--- src/rtl/iba_pkg.sv ---
// shared types and constants for the inode bitmap allocator
// no dependencies

package iba_pkg;

    typedef enum logic [2:0]
    {
        ST_CLEAR,
        ST_IDLE,
        ST_SCAN,
        ST_READ,
        ST_BITS,
        ST_DATA,
        ST_OUT
    } state_t;

    localparam logic [1:0] MODE_ALLOC = 2'd0;
    localparam logic [1:0] MODE_FREE  = 2'd1;
    localparam logic [1:0] MODE_TEST  = 2'd2;

    localparam int WORD_W      = 64;
    localparam int WORD_LIMIT  = 128;
    localparam int CHUNK_W     = 16;
    localparam int CHUNK_IDX_W = 4;
    localparam int NUM_W       = 13;
    localparam int WORD_IDX_W  = 7;
    localparam int BIT_IDX_W   = 6;
    localparam int CFG_W       = 8;
    localparam int IN_TDATA_W  = 16;
    localparam int IN_TUSER_W  = 2;
    localparam int OUT_TDATA_W = 16;

    localparam int OUT_STATUS_BIT = 13;
    localparam int OUT_INUSE_BIT  = 14;

endpackage

--- src/rtl/iba_ffz.sv ---
// find first zero over one 16-bit chunk, the shared search unit
// depends on iba_pkg

module iba_ffz import iba_pkg::*;
(
    input  logic [CHUNK_W-1:0]     vec,
    output logic                   found,
    output logic [CHUNK_IDX_W-1:0] idx
);

    always_comb
    begin
        found = 1'b0;
        idx   = '0;
        for (int j = CHUNK_W - 1; j >= 0; j--)
        begin
            if (!vec[j])
            begin
                found = 1'b1;
                idx   = CHUNK_IDX_W'(j);
            end
        end
    end

endmodule

--- config.mk ---
export PLATFORM = sky130hd
export DESIGN_NAME = iba_ffz
export DESIGN_NICKNAME = d
export VERILOG_FILES = /design/src/rtl/iba_pkg.sv /design/src/rtl/iba_ffz.sv
export SDC_FILE = /design/constraint.sdc
export NUM_CORES = 1
export LEC_CHECK = 0
export ABC_AREA = 1
export ABC_CLOCK_PERIOD_IN_PS = 1500
export BUFFER_PORTS_ARGS = -buffer_cell sky130_fd_sc_hd__buf_2
export CELL_PAD_IN_SITES_DETAIL_PLACEMENT = 1
export CELL_PAD_IN_SITES_GLOBAL_PLACEMENT = 1
export CORE_AREA = 2 2 39 41
export DETAILED_ROUTE_END_ITERATION = 6
export DIE_AREA = 0 0 41 43
export GPL_ROUTABILITY_DRIVEN = 1
export PLACE_DENSITY_LB_ADDON = 0.1
export SKIP_LAST_GASP = 1
export SLEW_MARGIN = 10
export SYNTH_ARGS = -nofsm -noshare
export SYNTH_HDL_FRONTEND = slang
export SYNTH_SLANG_ARGS = --single-unit
export TNS_END_PERCENT = 50
--- constraint.sdc ---
create_clock -name vclk -period 1.5
set_input_delay 0.45 -clock vclk [all_inputs]
set_output_delay 0.45 -clock vclk [all_outputs]
set_load 0.02 [all_outputs]
# After elaboration in Yosys (flattened, before gate mapping)
# Index checks and enable logic that the tools add are counted.
[classes]
muxes = 32
[ops]
columns = ["op", "count"]
rows = [
  ["$mux 4", 16],
  ["$mux 1", 16],
]
[totals]
regBits = 0
output_inout_bits = 5

# Depth between registers and ports, before layout
[depth]
word_depth = 16
depth_mapped = 15
depth_no_buf = 15

# Worst setup path before layout
# OpenSTA, ideal clock, no wires.
[synth_path]
path_kind = "input port to output port"
startpoint = "input port vec[15]"
endpoint = "output port idx[0]"
arrival_time_ps = 1273
required_time_ps = 1050
slack_ps = -223
stages = 15
n_path_buf = 0
cell_sequence = "inv_1 -> nand2_1 -> nand2_1 -> nand2_1 -> nand2_1 -> nand2_1 -> nand2_1 -> nand2_1 -> nand2_1 -> nand2_1 -> nand2_1 -> nand2_1 -> nand2_1 -> nand2_1 -> a21oi_2"
[synth_between]
elab_chain_cells = 16
[synth_rtl]
columns = ["element", "line", "source"]
rows = [
  ["start, declared", "iba_ffz.sv:6", "input logic [CHUNK_W-1:0] vec,"],
  ["$mux 4 (16 in series)", "iba_ffz.sv:17", "if (!vec[j])"],
  ["end, declared", "iba_ffz.sv:8", "output logic [CHUNK_IDX_W-1:0] idx"],
]
# Every way passes these cells.

# Final worst setup path
# Same ends and word-level chain as after synthesis.

==> flow_summary_export.csv <==
group,metric,value,unit
critical_path,startpoint_type,"input port",
critical_path,crit_chain,"buf_6 > inv_1 > nand2_1 > nand2_1 > nand2_1 > nand2_1 > nand2_1 > nand2_1 > nand2_1 > nand2_1 > nand2_1 > nand2_1 > nand2_1 > nand2_1 > nand2_2 > a21oi_4 > buf_6",
min_path,hold_class,"in -> out",
synthesis,yosysMostFrequentCell,"nand2_1",
global_route,grtUsageMet3,0,%
global_route,grt_use_met2,15.0,%
layout,seq_cell_count,0,
layout,n_fill_cell,182,
synthesis,synth_area_leaders,"nand2_1 (41%), nand3_1 (15%), nand4_1 (11%)",
critical_path,cp_common_cell,"nand2_1",
timing,setup_violations,5,
place,placed_cell_area,388,µm²
layout,regArea,0,µm²
run_status,status,"finished, violations left",
global_route,grt_start_max_net_pins,4,
synthesis,synth_cell_types,8,
timing,rsz0062_at_grt,"true",
power_and_ir_drop,p_leak,0.000258,µW
floorplan,dieWidth,41,µm
power_and_ir_drop,peakVddDrop,0.0000727,V
layout,fin_area,447,µm²
global_route,top_usage_layer,"met2",
critical_path,critPathKind,"in -> out",
critical_path,crit_buf_inv,3,
floorplan,core_area,1380,µm²
synthesis,synth_top_area_cell,"nand2_1",
routing,wl_per_cell,7.98,µm
critical_path,cp-end-kind,"output port",
global_route,overflow,0,
critical_path,cpPeakStageDelay,0.13,ns
floorplan,rows,14,
timing,period_minus_slack,1.93,ns
floorplan,ios,21,
cts,post_cts_buffers,0,
synthesis,synth_cells,38,
place,portBuffers,21,
critical_path,cpMaxStageDelayCell,"buf_6",
flow_run,drv_cap,0,
synthesis,ys_warn_count,0,
synthesis,syn_nets,54,
critical_path,worstPathRequired,1.05,ns
run_status,violations,"setup timing",
timing,fmax,518,MHz
synthesis,yosysSeqAreaShare,0,%
floorplan,dieHeight,43,µm
place,globalplace.congestion,0.597,
global_route,grt_first_pass_wirelength,1180,µm
timing,drv_slew,0,
critical_path,path_max_fanout,2,
place,dpl.hpwl,626,µm
routing,viasPerCell,4.11,
synthesis,syn_area,165,µm²
routing,drt_iter0_markers,1,
layout,area_growth,170,%
routing,antenna_left,0,
synthesis,avgSynthCellArea,4.35,µm²
synthesis,synth_top_area_share,40.9,%
routing,drc,0,
power_and_ir_drop,p_per_area,242,nW/µm²
global_route,grtUsageTotal,8.69,%
timing,fin_crit_sh,129,%
synthesis,synth_top_cells_by_count,"nand2_1 (18), nand3_1 (5), nor2_1 (5)",
timing,layout_setup_ws,-0.430,ns
layout,antennaDiodeCount,0,
routing,dr.pass1.iters,4,
routing,routed_wl,694,µm
global_route,antenna_found_initial,0,
critical_path,path_delay_family,"simple AND/OR/NAND/NOR gates",
floorplan,start_util,11.9,%
layout,nets,89,
floorplan,dieArea,1760,µm²
layout,multi_input_area,188,µm²
timing,final-hold-violation-count,0,
layout,drive_gt1_share,56.3,%
routing,vias,358,
layout,clock_buffers,0,
timing,relSlewSlack,90.2,%
global_route,grt_pass1_vias,322,
layout,fin_util,32.3,%
critical_path,worst_ep_arrival_time,1.48,ns
global_route,grt_util_met1,12.3,%
timing,worstMarginPinSlew,0.146,ns
[power breakdown]
group / switching, µW / internal, µW
clock: 0 / 0
combinational: 48.1 / 60.3
sequential: 0 / 0
total: 48.1 / 60.3
[cells in the final DEF, fill, tap and decap left out, drive strengths merged]
cell type / netlist / layout
nor3: 1 / 1
a31oi: 1 / 1
a21oi: 1 / 1
nand2: 18 / 18
nand4: 3 / 3
nand3: 5 / 5
nor2: 5 / 5
buf: 0 / 33
inv: 4 / 4
[tightest hold or removal path, stage by stage]
cell,delay (ns)
buf_2,0.11
a31oi_1,0.08
buf_4,0.15
[path summary, 6_finish.rpt]
| path | start | cells after the start | to |
|---|---|---|---|
| max | vec[15] | 17 | idx[0] |
| min | vec[3] | 3 | idx[1] |
[metrics by stage]
step           worst slack (ns)  total power (µW)  hold slack, ns  TNS [ns]  instances
2_1_floorplan            -0.188              30.6           0.957    -0.372         38
3_3_place_gp             -0.484              92.1            1.23     -1.20         87
3_5_place_dp             -0.485              92.5            1.22     -1.19         87
4_1_cts                  -0.443               107            1.22     -1.16         87
5_1_grt                  -0.603               120            1.25     -1.60         87
6_report                 -0.430               108            1.24     -1.02         87
[kinds of logic (layout without fill, tap and decap cells)]
family	after synthesis	count (layout)	share of synthesized area, %
AO/OA/AOI/OAI	2	2	9.09
AND/OR/NAND/NOR	32	32	81.8
buffers and inverters	4	37	9.09
[per-layer routing]
metal | part of all wire [%] | vias to the layer above
met2 | 51 | 9
met1 | 44 | 158
met3 | 5.5 | 0
li1 | - | 191
met5 | 0 | -
met4 | 0 | 0
[cell type report]
cell class,instances,share of cell area [%]
inverter,4,3.36
tap,16,4.48
timing repair buffer,33,50.1
multi-input combinational,34,42.0
[what timing repair did]
action | in CTS | in global routing
hold buffers | 0 | 0
pin swaps | 5 | 4
gates resized for setup | 12 | 2
setup endpoints to repair | 5 | 5
Note: power is estimated with default switching activity, not from simulation.
